--- config.mk ---
export PLATFORM = sky130hd
export DESIGN_NAME = dda_line_pixel_generator
export DESIGN_NICKNAME = d
export VERILOG_FILES = /design/src/dlp_pkg.sv /design/src/dlp_divider.sv /design/src/dda_line_pixel_generator.sv
export SDC_FILE = /design/constraint.sdc
export NUM_CORES = 1
export LEC_CHECK = 0
export ABC_AREA = 1
export BUFFER_PORTS_ARGS = -buffer_cell sky130_fd_sc_hd__buf_2
export CAP_MARGIN = 20
export CORE_MARGIN = 2
export CORE_UTILIZATION = 25
export DETAILED_ROUTE_END_ITERATION = 16
export SETUP_SLACK_MARGIN = 0.3
export SLEW_MARGIN = 20
export SYNTH_ARGS = -nofsm -noshare
export SYNTH_HDL_FRONTEND = slang
export SYNTH_SLANG_ARGS = --single-unit
--- constraint.sdc ---
create_clock -name clk -period 3.5 [get_ports clk]
set_clock_uncertainty 0.05 [all_clocks]
set_input_delay 0.7 -clock clk [delete_from_list [all_inputs] [get_ports clk]]
set_output_delay 0.7 -clock clk [all_outputs]
set_load 0.02 [all_outputs]
--- src/dlp_pkg.sv ---
// Shared constants, codes and types for the DDA line pixel generator.
`timescale 1ns / 1ps

package dlp_pkg;

    // Screen geometry and fixed-point format.
    localparam int SCREEN_WIDTH  = 320;
    localparam int FRACTION_BITS = 8;

    // Field widths.
    localparam int COORD_W = 9;
    localparam int ROW_W   = 8;
    localparam int COLOR_W = 8;
    localparam int ADDR_W  = 16;

    // Minor accumulator and step widths.
    localparam int ACC_W      = COORD_W + FRACTION_BITS;
    localparam int STEP_MAG_W = FRACTION_BITS + 1;
    localparam int STEP_W     = FRACTION_BITS + 2;

    // Divider geometry: dividend is the minor delta scaled by the fraction.
    localparam int DIVIDEND_W = ACC_W;
    localparam int DIV_CNT_W  = $clog2(DIVIDEND_W + 1);

    // Command codes carried on the mode field.
    localparam logic MODE_START = 1'b0;
    localparam logic MODE_STEP  = 1'b1;

    // Sequencer states.
    typedef enum logic {
        ST_IDLE,
        ST_DIVIDE
    } seq_state_t;

endpackage

--- src/dlp_divider.sv ---
// Iterative restoring divider that produces one quotient bit per cycle.
`timescale 1ns / 1ps

module dlp_divider (
    input  logic                           clk,
    input  logic                           rst_n,
    input  logic                           start,
    input  logic [dlp_pkg::DIVIDEND_W-1:0] dividend,
    input  logic [dlp_pkg::COORD_W-1:0]    divisor,
    output logic                           done,
    output logic [dlp_pkg::DIVIDEND_W-1:0] quotient
);
    import dlp_pkg::*;

    localparam logic [DIV_CNT_W-1:0] LAST_COUNT = DIV_CNT_W'(DIVIDEND_W - 1);

    logic                  run_reg;
    logic                  run_next;
    logic                  done_reg;
    logic                  done_next;
    logic [DIV_CNT_W-1:0]  count_reg;
    logic [DIV_CNT_W-1:0]  count_next;
    logic [COORD_W-1:0]    rem_reg;
    logic [COORD_W-1:0]    rem_next;
    logic [DIVIDEND_W-1:0] quot_reg;
    logic [DIVIDEND_W-1:0] quot_next;
    logic [COORD_W-1:0]    divisor_reg;
    logic [COORD_W-1:0]    divisor_next;
    logic [COORD_W:0]      trial;
    logic [COORD_W:0]      diff;
    logic                  fits;

    // One restoring step: bring in the next dividend bit and try a subtract.
    always_comb
    begin
        trial = {rem_reg, quot_reg[DIVIDEND_W-1]};
        diff  = trial - {1'b0, divisor_reg};
        fits  = (trial >= {1'b0, divisor_reg});
    end

    // Iteration control and datapath update.
    always_comb
    begin
        run_next     = run_reg;
        done_next    = 1'b0;
        count_next   = count_reg;
        rem_next     = rem_reg;
        quot_next    = quot_reg;
        divisor_next = divisor_reg;
        if (start)
        begin
            run_next     = 1'b1;
            count_next   = '0;
            rem_next     = '0;
            quot_next    = dividend;
            divisor_next = divisor;
        end
        else if (run_reg)
        begin
            rem_next  = fits ? diff[COORD_W-1:0] : trial[COORD_W-1:0];
            quot_next = {quot_reg[DIVIDEND_W-2:0], fits};
            if (count_reg == LAST_COUNT)
            begin
                run_next  = 1'b0;
                done_next = 1'b1;
            end
            else
            begin
                count_next = count_reg + 1'b1;
            end
        end
    end

    // Control state is reset; the datapath registers are loaded on start.
    always_ff @(posedge clk or negedge rst_n)
    begin
        if (!rst_n)
        begin
            run_reg   <= 1'b0;
            done_reg  <= 1'b0;
            count_reg <= '0;
        end
        else
        begin
            run_reg   <= run_next;
            done_reg  <= done_next;
            count_reg <= count_next;
        end
    end

    always_ff @(posedge clk)
    begin
        rem_reg     <= rem_next;
        quot_reg    <= quot_next;
        divisor_reg <= divisor_next;
    end

    assign done     = done_reg;
    assign quotient = quot_reg;

    // A finished division leaves a remainder below the divisor.
    assert property (@(posedge clk) disable iff (!rst_n)
        done_reg |-> (rem_reg < divisor_reg) || (divisor_reg == '0))
        else $error("divider remainder not below divisor");

    // The done pulse lasts exactly one cycle.
    assert property (@(posedge clk) disable iff (!rst_n)
        done_reg |=> !done_reg)
        else $error("divider done held for more than one cycle");

    // The unit is never running and done at the same time.
    assert property (@(posedge clk) disable iff (!rst_n)
        !(done_reg && run_reg))
        else $error("divider done while still running");

endmodule

--- src/dda_line_pixel_generator.sv ---
// Top level of the DDA line pixel generator: sequencer, line state and pixel output register.
`timescale 1ns / 1ps
//
// Usage: the command channel (cmd_valid, cmd_stall) carries one item per command.
// An item with mode = start loads two endpoints and a color and gives no pixel.
// An item with mode = step gives one pixel on the pixel channel (pix_valid,
// pix_stall): its frame buffer address, its color and a last flag that marks
// the final pixel of the line. A step item with no active line gives nothing.
// Timing: a start item keeps cmd_stall high after it is taken until the
// bit-serial divider that forms the minor step has finished (17 quotient bits,
// one per cycle). The pixel of a step item appears on the pixel channel in the
// next cycle. During a line one step item and one pixel pass per cycle while
// the pixel channel does not stall.
// A stalled pixel holds in the output register; a further command is taken only
// in a cycle in which that register is free or being emptied.
// Reset clears the line state: no line is active and no pixel is pending.
//
module dda_line_pixel_generator (
    input  logic                        clk,
    input  logic                        rst_n,
    input  logic                        cmd_valid,
    output logic                        cmd_stall,
    input  logic                        mode,
    input  logic [dlp_pkg::COORD_W-1:0] x_start,
    input  logic [dlp_pkg::ROW_W-1:0]   y_start,
    input  logic [dlp_pkg::COORD_W-1:0] x_end,
    input  logic [dlp_pkg::ROW_W-1:0]   y_end,
    input  logic [dlp_pkg::COLOR_W-1:0] line_color,
    output logic                        pix_valid,
    input  logic                        pix_stall,
    output logic [dlp_pkg::ADDR_W-1:0]  pixel_address,
    output logic [dlp_pkg::COLOR_W-1:0] pixel_color,
    output logic                        last_pixel
);
    import dlp_pkg::*;

    localparam logic [DIVIDEND_W-1:0] MAX_STEP = DIVIDEND_W'(1 << FRACTION_BITS);

    seq_state_t state_reg;
    seq_state_t state_next;

    // Line state.
    logic [ACC_W-1:0]   minor_accum_reg;
    logic [STEP_W-1:0]  minor_step_reg;
    logic [COORD_W-1:0] major_pos_reg;
    logic [COORD_W-1:0] pixels_left_reg;
    logic               x_is_major_reg;
    logic [COLOR_W-1:0] held_color_reg;
    logic               line_active_reg;
    logic               step_neg_reg;
    logic               len_zero_reg;

    // Pixel output register.
    logic               pix_valid_reg;
    logic [ADDR_W-1:0]  pix_addr_reg;
    logic [COLOR_W-1:0] pix_color_reg;
    logic               pix_last_reg;

    // Handshake and decode.
    logic accept;
    logic start_accept;
    logic step_accept;
    logic div_start;
    logic div_done;
    logic [DIVIDEND_W-1:0] div_quotient;

    // Endpoint ordering.
    logic [COORD_W-1:0] ya_ext;
    logic [COORD_W-1:0] yb_ext;
    logic [COORD_W-1:0] adx;
    logic [COORD_W-1:0] ady;
    logic               x_major;
    logic [COORD_W-1:0] maj_a;
    logic [COORD_W-1:0] maj_b;
    logic [COORD_W-1:0] min_a;
    logic [COORD_W-1:0] min_b;
    logic [COORD_W-1:0] maj0;
    logic [COORD_W-1:0] min0;
    logic [COORD_W-1:0] min1;
    logic [COORD_W-1:0] len;
    logic [COORD_W-1:0] mag;

    // Pixel address and step.
    logic [COORD_W-1:0] minor_pos;
    logic [COORD_W-1:0] px;
    logic [COORD_W-1:0] py;
    logic [ADDR_W-1:0]  addr;
    logic [STEP_W-1:0]  q_ext;
    logic [STEP_W-1:0]  step_value;

    assign accept       = cmd_valid && !cmd_stall;
    assign start_accept = accept && (mode == MODE_START);
    assign step_accept  = accept && (mode == MODE_STEP) && line_active_reg;

    // Next state of the sequencer.
    always_comb
    begin
        state_next = state_reg;
        unique case (state_reg)
            ST_IDLE:
            begin
                if (start_accept)
                begin
                    state_next = ST_DIVIDE;
                end
            end
            ST_DIVIDE:
            begin
                if (div_done)
                begin
                    state_next = ST_IDLE;
                end
            end
            default:
            begin
                state_next = ST_IDLE;
            end
        endcase
    end

    // Sequencer outputs.
    always_comb
    begin
        cmd_stall = 1'b1;
        div_start = 1'b0;
        unique case (state_reg)
            ST_IDLE:
            begin
                cmd_stall = pix_valid_reg && pix_stall;
                div_start = start_accept;
            end
            ST_DIVIDE:
            begin
                cmd_stall = 1'b1;
            end
            default:
            begin
                cmd_stall = 1'b1;
            end
        endcase
    end

    // Pick the major axis and order the endpoints so the major coordinate rises.
    always_comb
    begin
        ya_ext  = COORD_W'(y_start);
        yb_ext  = COORD_W'(y_end);
        adx     = (x_start > x_end) ? (x_start - x_end) : (x_end - x_start);
        ady     = (ya_ext > yb_ext) ? (ya_ext - yb_ext) : (yb_ext - ya_ext);
        x_major = (adx > ady);
        maj_a   = x_major ? x_start : ya_ext;
        maj_b   = x_major ? x_end   : yb_ext;
        min_a   = x_major ? ya_ext  : x_start;
        min_b   = x_major ? yb_ext  : x_end;
        if (maj_a > maj_b)
        begin
            maj0 = maj_b;
            min0 = min_b;
            min1 = min_a;
            len  = maj_a - maj_b;
        end
        else
        begin
            maj0 = maj_a;
            min0 = min_a;
            min1 = min_b;
            len  = maj_b - maj_a;
        end
        mag = (min1 > min0) ? (min1 - min0) : (min0 - min1);
    end

    // The divider forms the step magnitude from the scaled minor delta.
    dlp_divider u_divider (
        .clk      (clk),
        .rst_n    (rst_n),
        .start    (div_start),
        .dividend ({mag, {FRACTION_BITS{1'b0}}}),
        .divisor  (len),
        .done     (div_done),
        .quotient (div_quotient)
    );

    // Signed step from the quotient; a zero-length line steps by zero.
    always_comb
    begin
        q_ext = STEP_W'(div_quotient[STEP_MAG_W-1:0]);
        if (len_zero_reg)
        begin
            step_value = '0;
        end
        else if (step_neg_reg)
        begin
            step_value = '0 - q_ext;
        end
        else
        begin
            step_value = q_ext;
        end
    end

    // Frame buffer address of the current pixel.
    always_comb
    begin
        minor_pos = minor_accum_reg[ACC_W-1:FRACTION_BITS];
        px        = x_is_major_reg ? major_pos_reg : minor_pos;
        py        = x_is_major_reg ? minor_pos : major_pos_reg;
        addr      = ADDR_W'(px) + ADDR_W'(py) * ADDR_W'(SCREEN_WIDTH);
    end

    // Control registers.
    always_ff @(posedge clk or negedge rst_n)
    begin
        if (!rst_n)
        begin
            state_reg       <= ST_IDLE;
            line_active_reg <= 1'b0;
            pix_valid_reg   <= 1'b0;
        end
        else
        begin
            state_reg <= state_next;
            if (start_accept)
            begin
                line_active_reg <= 1'b1;
            end
            else if (step_accept && (pixels_left_reg == '0))
            begin
                line_active_reg <= 1'b0;
            end
            if (step_accept)
            begin
                pix_valid_reg <= 1'b1;
            end
            else if (!pix_stall)
            begin
                pix_valid_reg <= 1'b0;
            end
        end
    end

    // Line state registers.
    always_ff @(posedge clk or negedge rst_n)
    begin
        if (!rst_n)
        begin
            minor_accum_reg <= '0;
            minor_step_reg  <= '0;
            major_pos_reg   <= '0;
            pixels_left_reg <= '0;
            x_is_major_reg  <= 1'b0;
            held_color_reg  <= '0;
            step_neg_reg    <= 1'b0;
            len_zero_reg    <= 1'b0;
        end
        else if (start_accept)
        begin
            minor_accum_reg <= {min0, {FRACTION_BITS{1'b0}}};
            minor_step_reg  <= '0;
            major_pos_reg   <= maj0;
            pixels_left_reg <= len;
            x_is_major_reg  <= x_major;
            held_color_reg  <= line_color;
            step_neg_reg    <= (min1 < min0);
            len_zero_reg    <= (len == '0);
        end
        else if (div_done)
        begin
            minor_step_reg <= step_value;
        end
        else if (step_accept && (pixels_left_reg != '0))
        begin
            pixels_left_reg <= pixels_left_reg - 1'b1;
            major_pos_reg   <= major_pos_reg + 1'b1;
            minor_accum_reg <= minor_accum_reg
                + {{(ACC_W - STEP_W){minor_step_reg[STEP_W-1]}}, minor_step_reg};
        end
    end

    // Pixel payload loads with each step.
    always_ff @(posedge clk)
    begin
        if (step_accept)
        begin
            pix_addr_reg  <= addr;
            pix_color_reg <= held_color_reg;
            pix_last_reg  <= (pixels_left_reg == '0);
        end
    end

    assign pix_valid     = pix_valid_reg;
    assign pixel_address = pix_addr_reg;
    assign pixel_color   = pix_color_reg;
    assign last_pixel    = pix_last_reg;

    // The divider finishes only while the sequencer waits for it.
    assert property (@(posedge clk) disable iff (!rst_n)
        div_done |-> (state_reg == ST_DIVIDE))
        else $error("divider finished outside the divide state");

    // The step magnitude never exceeds one whole minor unit.
    assert property (@(posedge clk) disable iff (!rst_n)
        (div_done && !len_zero_reg) |-> (div_quotient <= MAX_STEP))
        else $error("minor step larger than one pixel");

    // A step on an active line always yields a pending pixel next cycle.
    assert property (@(posedge clk) disable iff (!rst_n)
        step_accept |=> pix_valid_reg)
        else $error("accepted step produced no pixel");

    // The final pixel of a line ends the line.
    assert property (@(posedge clk) disable iff (!rst_n)
        (step_accept && (pixels_left_reg == '0)) |=> !line_active_reg)
        else $error("line still active after its last pixel");

endmodule
==> results of run 1 <==
[cell families (layout without fill, tap and decap cells)]
logic type	Yosys count	count (layout)	synth area share, %
AOI/OAI and AO/OA	335	335	17.9
muxes	3	3	0.288
other	0	1	0
adders and majority gates	129	129	15.6
DFF	126	126	30.2
and+or+nand+nor	524	526	21.1
buffers and inverters	274	635	9.65
xor gates and xnor gates	65	65	5.24
[worst min path at each step]
stage	start	endpoint	cells after the start
after floorplan	rst_n	held_color_reg[0]	0
after global placement	held_color_reg[6]	pixel_color[6]	0
after detailed placement	held_color_reg[7]	pixel_color[7]	0
after CTS	rst_n	held_color_reg[5]	1
after global routing	rst_n	held_color_reg[5]	1
final	rst_n	held_color_reg[5]	1
[layer usage]
metal	vias up	share of wire, %	GRT usage (%)
met5	-	0	0
met4	0	1.5	3.01
met3	44	3.5	2.32
met2	246	49	24.6
met1	5222	46	18.4
li1	5536	-	-
[critical path: cells and delay by family]
family | cells | cell delay [ps]
AO/OA/AOI/OAI | 12 | 1820
XOR/XNOR | 1 | 160
adder cells (fa/ha/maj) | 4 | 1150
buffers and inverters | 9 | 790
multiplexers | 1 | 220
AND/OR/NAND/NOR | 17 | 1750
[layout make-up]
cell class | instances | share of cell area (%)
repair buffers | 370 | 18.3
well taps | 585 | 4.53
clock buffers | 19 | 2.88
clock inverters | 13 | 0.876
multi-input cells | 1058 | 47.3
flip-flops and latches | 126 | 20.3
inverters | 233 | 5.68
diodes | 1 | 0.0155
[what timing repair did]
| action | CTS | global route |
|---|---|---|
| pin swaps | 52 | 55 |
| setup buffers | 41 | 11 |
| gates resized for setup | 173 | 91 |
| endpoints found under the setup margin | 49 | 50 |
| gates cloned | 5 | 1 |
[cells in the mapped netlist (all sizes together)]
cell / instances
o21ai: 135
o211ai: 13
o311ai: 1
dfrtp: 66
o21a: 1
a221o: 1
or2: 11
a22oi: 13
nor3b: 1
a31o: 1
o21bai: 4
and2: 2
mux2: 1
nor2: 73
a211oi: 5
clkinv: 3
xnor2: 16
o31ai: 4
nand3: 55
edfxtp: 43
a21boi: 2
mux2i: 2
a22o: 4
o22ai: 18
nor3: 13
fa: 11
dfxtp: 17
nand2: 352
nand3b: 5
o41ai: 1
xor2: 49
nor4: 3
nand4: 8
a221oi: 2
or4: 1
inv: 230
a31oi: 9
a21oi: 102
o32ai: 2
a21o: 5
clkbuf: 33
buf: 8
ha: 118
o221ai: 11
a2111oi: 1
[through the flow]
stage	setup slack (ps)	hold WS, ps	utilization, %
floorplan	-3340	354	-
global placement	-3520	379	32.4
detailed placement	-3660	383	32.4
CTS	-2750	263	36.4
global route	-3260	297	37.6
finish	-2970	254	37.6
==> summary.md, run 1 <==
### Worst hold path
- **class of the worst hold path** primary input to asynchronous set/reset pin

### Critical path
- **biggest cell delay along the critical path** 320 ps
- **count of cells along the worst register-to-register path** 21
- **slowest stage cell, crit path** sky130_fd_sc_hd__ha_4
- **termination of the worst setup path** u_divider.quotient[11]
- **required time worst endpoint** 3640 ps
- **kind of end point of the critical path** flip-flop
- **R2R Path End** minor_accum_reg[14]
- **R2R Setup Slk** 520 ps
- **Critical Path Start Type** primary input
- **Critical Setup Path Class** primary input to flip-flop
- **worst setup path startpoint** x_start[2]
- **WP data arrival** 6600 ps
- **Reg2Reg Launch Point** minor_accum_reg[0]
- **crit-path max FO** 8

### Synth
- **Post-Synthesis Mean Instance Area** 7.45 µm²
- **synth top area cells** sky130_fd_sc_hd__dfrtp_1 (15%), sky130_fd_sc_hd__ha_1 (14%), sky130_fd_sc_hd__edfxtp_1 (12%), sky130_fd_sc_hd__nand2_1 (12%), sky130_fd_sc_hd__inv_1 (7.9%)
- **distinct cell type count of the synthesized netlist** 59
- **register bit total from synthesis** 126
- **Gate Count Post-Synth** 1456
- **synthesized netlist net count** 1632
- **yosys synthesis warning count** 0
- **leading area contributor after synthesis** sky130_fd_sc_hd__dfrtp_1
- **register area share after synthesis** 30.2%
- **cell area after synthesis** 0.0109 mm²
- **fraction of synthesized cell area taken by the top area cell type** 15.2%

### Floorplan
- **width of the die** 212 µm
- **area inside the core boundary** 0.0430 mm²
- **height of the die** 212 µm
- **area enclosed by the die boundary** 0.0451 mm²
- **number of top-level pins** 74
- **Initial Util** 25.3%
- **number of rows created at floorplan** 76

### Timing
- **final setup fails** 48
- **final critical-path required period** 6470 ps
- **TNS Setup** -101760 ps
- **actual transition at the worst max-transition pin** 659 ps
- **Worst Slack Setup Final** -2970 ps
- **part of the cycle the worst path needs** 185%
- **fin. max-slew vios** 0
- **relative slew slack** 56.0%
- **final hold violation count** 0
- **setup repair after global routing missed its margin** true
- **peak clock frequency supported by timing** 0.155 GHz

### Final layout
- **final standard cell area without fillers** 0.0161 mm²
- **number of fill cells** 4345
- **final instance count without filler cells** 2405
- **area grow syn2layout** 48.7%
- **area taken by flip-flops and latches** 0.00328 mm²
- **multi-input logic area** 0.00764 mm²
- **highest-count cells in the layout ignoring fill and taps** sky130_fd_sc_hd__nand2_1 (303), sky130_fd_sc_hd__buf_4 (248), sky130_fd_sc_hd__inv_1 (207)
- **proportion of layout cells with a drive suffix above 1** 34.1%
- **Final Net Count** 1982
- **leading cell type in the layout, fill and taps excluded** sky130_fd_sc_hd__nand2_1

### Clock network
- **number of buffers created by CTS** 17
- **master cell of the clock root buffer** sky130_fd_sc_hd__clkbuf_16
- **count of clock tree sinks** 126
- **level count of the clock H-tree** 4
- **clock network latency to the later pin of the worst-skew pair** 420 ps
- **cts hold-fix bufs** 0
- **clock input transition at the sequential cells of the worst setup and hold paths** 70 ps
- **TritonCTS clock tree** built
- **maximum count of clock buffers along a single path** 2

### Outcome
- **failing checks** negative setup slack
- **outcome** finished with violations

### Global route
- **total grt overflow** 0
- **GRT Util Overall** 14.2%
- **pin count of the biggest net entering global routing** 52
- **vias in the first global route** 10774
- **antenna violations before repair** 1
- **global-route wire length before repair** 51.7 mm

### Detailed routing
- **overall routed net length** 32.6 mm
- **Antenna Violating Nets Remaining** 0
- **number of violations reported at the end of detailed-routing iteration 0** 725
- **routed wire length per instance** 13.5 µm
- **vias per std cell** 4.59
- **routed vias** 11048
- **total DRC errors in the routed layout** 0
- **number of iterations in the first detailed-routing pass** 5

### Place
- **placement-stage cell area** 0.0139 mm²
- **count of port buffers added during placement** 73
- **placed wire-length estimate after detailed placement** 24.6 mm
- **number of placed cells counting well taps** 2314
- **gp weighted congestion** 0.890

### Job
- **MaxCap Viol Count** 0

Power of run 1 is left out: the tool's default activity adds up to more than one toggle a clock period on the data nets, which glitch-free logic cannot reach.
==> inputs of run 2 (changes only) <==
- ABC_AREA: 1 -> not set
==> run 2 against run 1 <==
Net effect: via count shrank 3.1%; fmax down 28%; the flow still finishes with violations (negative setup slack); non-clock buffer count grew 27; register-to-register slack got worse by 340 ps; hold slack worse by 29 ps; global-route usage is 0.44 points higher; wire length rose by 5.3%; synthesized cell count fell by 10%; critical path type unchanged; critical endpoint is now u_divider.quotient[16].
==> summary.md, run 2 <==
### Timing
- **final setup fails** 48, unchanged
- **final critical-path required period** 8930 ps, +2460 ps
- **peak clock frequency supported by timing** 0.112 GHz, -28%
- **fin. max-slew vios** 0, unchanged
- **smallest hold slack** 224 ps, -29.2 ps
- **Worst Slack Setup Final** -5430 ps, -2460 ps
- **actual transition at the worst max-transition pin** 634 ps, -25.0 ps
- **relative slew slack** 57.7%, +1.7 points
- **part of the cycle the worst path needs** 255%, +70 points
- **setup repair after global routing missed its margin** true
- **final hold violation count** 0, unchanged

### Global route
- **total grt overflow** 0, unchanged
- **GRT Util Overall** 14.6%, +0.44 points
- **vias in the first global route** 10646, -1.2%
- **pin count of the biggest net entering global routing** 56, +7.7%
- **global-route wire length before repair** 54.6 mm, +5.7%
- **antenna violations before repair** 1, unchanged

### Detailed routing
- **vias per std cell** 4.69, +2.2%
- **routed vias** 10706, -3.1%
- **total DRC errors in the routed layout** 0, unchanged
- **overall routed net length** 34.3 mm, +5.3%
- **number of violations reported at the end of detailed-routing iteration 0** 845, +17%
- **Antenna Violating Nets Remaining** 0, unchanged
- **number of iterations in the first detailed-routing pass** 5, unchanged
- **routed wire length per instance** 15.0 µm, +11%

### Critical path
- **WP data arrival** 9060 ps, +2460 ps
- **Critical Setup Path Class** primary input to flip-flop
- **kind of end point of the critical path** flip-flop
- **biggest cell delay along the critical path** 400 ps, +80 ps
- **count of cells along the worst register-to-register path** 14, -33%
- **required time worst endpoint** 3630 ps, about the same
- **crit-path max FO** 6, -2
- **R2R Setup Slk** 180 ps, -340 ps
- **Critical Path Start Type** primary input
- **slowest stage cell, crit path** sky130_fd_sc_hd__or3b_4
- **R2R Path End** minor_accum_reg[16]
- **Reg2Reg Launch Point** minor_accum_reg[0]

### Final layout
- **number of fill cells** 4438, +2.1%
- **Final Net Count** 1851, -6.6%
- **highest-count cells in the layout ignoring fill and taps** sky130_fd_sc_hd__buf_4 (301), sky130_fd_sc_hd__nand2_1 (142), sky130_fd_sc_hd__inv_1 (130)
- **area taken by flip-flops and latches** 0.00328 mm², unchanged
- **proportion of layout cells with a drive suffix above 1** 34.3%, +0.22 points
- **core utilization of the finished layout** 36.1%, -1.5 points
- **final standard cell area without fillers** 0.0159 mm², -1.6%
- **multi-input logic area** 0.00781 mm², +2.2%
- **area grow syn2layout** 43.0%
- **leading cell type in the layout, fill and taps excluded** sky130_fd_sc_hd__buf_4

### Worst hold path
- **class of the worst hold path** primary input to asynchronous set/reset pin

### Place
- **placed wire-length estimate after detailed placement** 26.4 mm, +7.5%
- **placement-stage cell area** 0.0142 mm², +1.8%
- **gp weighted congestion** 0.882, -0.91%
- **count of port buffers added during placement** 73, unchanged

### Synth
- **register area share after synthesis** 29.6%, -0.68 points
- **synthesized netlist net count** 1487, -8.9%
- **Post-Synthesis Mean Instance Area** 8.47 µm², +14%
- **most frequent cell after synthesis** sky130_fd_sc_hd__nand2_1
- **cell area after synthesis** 0.0111 mm², +2.3%
- **synth top area cells** sky130_fd_sc_hd__dfrtp_1 (15%), sky130_fd_sc_hd__ha_1 (13%), sky130_fd_sc_hd__edfxtp_1 (12%), sky130_fd_sc_hd__nand2_1 (4.9%), sky130_fd_sc_hd__inv_1 (4.7%)
- **fraction of synthesized cell area taken by the top area cell type** 14.9%, -0.34 points
- **distinct cell type count of the synthesized netlist** 74, +25%
- **Top FF cell, synth** sky130_fd_sc_hd__dfrtp_1
- **yosys synthesis warning count** 0, unchanged
- **number of flops mapped to enable cells by yosys** 43, unchanged
- **register bit total from synthesis** 126, unchanged
- **leading area contributor after synthesis** sky130_fd_sc_hd__dfrtp_1
- **ranking of synthesized cells by instance count** sky130_fd_sc_hd__nand2_1 (145), sky130_fd_sc_hd__inv_1 (139), sky130_fd_sc_hd__ha_1 (118)
- **Async S/R FF share, synth** 52.4%, unchanged
- **Gate Count Post-Synth** 1311, -10%

### Outcome
- **outcome** finished with violations
- **failing checks** negative setup slack

### Floorplan
- **width of the die** 215 µm, +1.1%
- **Initial Util** 25.2%, -0.029 points
- **number of rows created at floorplan** 77, +1.3%
- **number of top-level pins** 74, unchanged
- **height of the die** 215 µm, +1.1%
- **area inside the core boundary** 0.0440 mm², +2.4%
- **area enclosed by the die boundary** 0.0461 mm², +2.3%

### Clock network
- **TritonCTS clock tree** built
- **clock network latency to the later pin of the worst-skew pair** 430 ps, about the same
- **level count of the clock H-tree** 4, unchanged
- **count of clock tree sinks** 126, unchanged
- **clock input transition at the sequential cells of the worst setup and hold paths** 70 ps, about the same
- **master cell of the clock root buffer** sky130_fd_sc_hd__clkbuf_16
- **maximum count of clock buffers along a single path** 2, unchanged
- **number of buffers created by CTS** 17, unchanged

### Job
- **MaxCap Viol Count** 0, unchanged

[run 2: through the flow]
stage,cells,setup slack (ps),setup TNS [ps]
after floorplan,1311,-6690,-203050
after global placement,2196,-6220,-212200
after detailed placement,2196,-6360,-215720
after CTS,2257,-5310,-170670
after global routing,2281,-5800,-187010
final,2281,-5430,-173610
[run 2: final cells by class]
| class | count | area share [%] |
|---|---|---|
| Tap cell | 592 | 4.66 |
| Clock buffer | 20 | 3.02 |
| Sequential cell | 126 | 20.7 |
| Multi-Input combinational cell | 994 | 49.2 |
| Antenna cell | 1 | 0.0158 |
| Timing Repair Buffer | 397 | 18.5 |
| Inverter | 139 | 3.32 |
| Clock inverter | 12 | 0.615 |
[run 2: worst max-delay path: cells and delay by family]
kind	cells	cell delay, ps
AO/OA/AOI/OAI	18	3150
XOR/XNOR	1	150
adder cells (fa/ha/maj)	4	1200
multiplexers	4	950
AND/OR/NAND/NOR	11	2040
buffers and inverters	7	870
[run 2: timing repair]
item	in CTS	in global routing
gates cloned	4	2
hold buffers	0	0
setup endpoints to repair	50	51
buffers inserted	25	21
gates resized for setup	91	58
hold endpoints to repair	0	0
pin swaps	22	15
[run 2: cells by family after synthesis]
| kind of cell | count (synthesis) | synth area share, % |
|---|---|---|
| AND/OR/NAND/NOR | 376 | 15.4 |
| AO/OA/AOI/OAI | 330 | 19.4 |
| buffers and inverters | 195 | 6.85 |
| adder cells (fa/ha/maj) | 129 | 15.3 |
| flip-flops | 126 | 29.6 |
| XOR/XNOR | 79 | 6.37 |
| multiplexers | 76 | 7.14 |
[run 2: worst max-delay path by stage]
stage,cells after the start,to,start,slack (ps)
3_5_place_dp,43,u_divider.quotient[16],x_start[1],-6360
4_1_cts,45,u_divider.quotient[16],x_start[1],-5310
6_report,45,u_divider.quotient[16],x_start[1],-5430
5_1_grt,46,u_divider.quotient[16],x_start[1],-5800
2_1_floorplan,51,u_divider.quotient[16],x_start[1],-6690
3_3_place_gp,43,u_divider.quotient[14],x_start[1],-6220
[run 2: layer usage]
layer	up-vias	part of all wire [%]	global-route usage (%)
li1	5324	-	-
met1	5072	46	19.4
met2	253	47	24.1
met3	57	4.4	2.12
met4	0	2.6	5.25
met5	-	0	0
Power of run 2 is left out for the same reason.
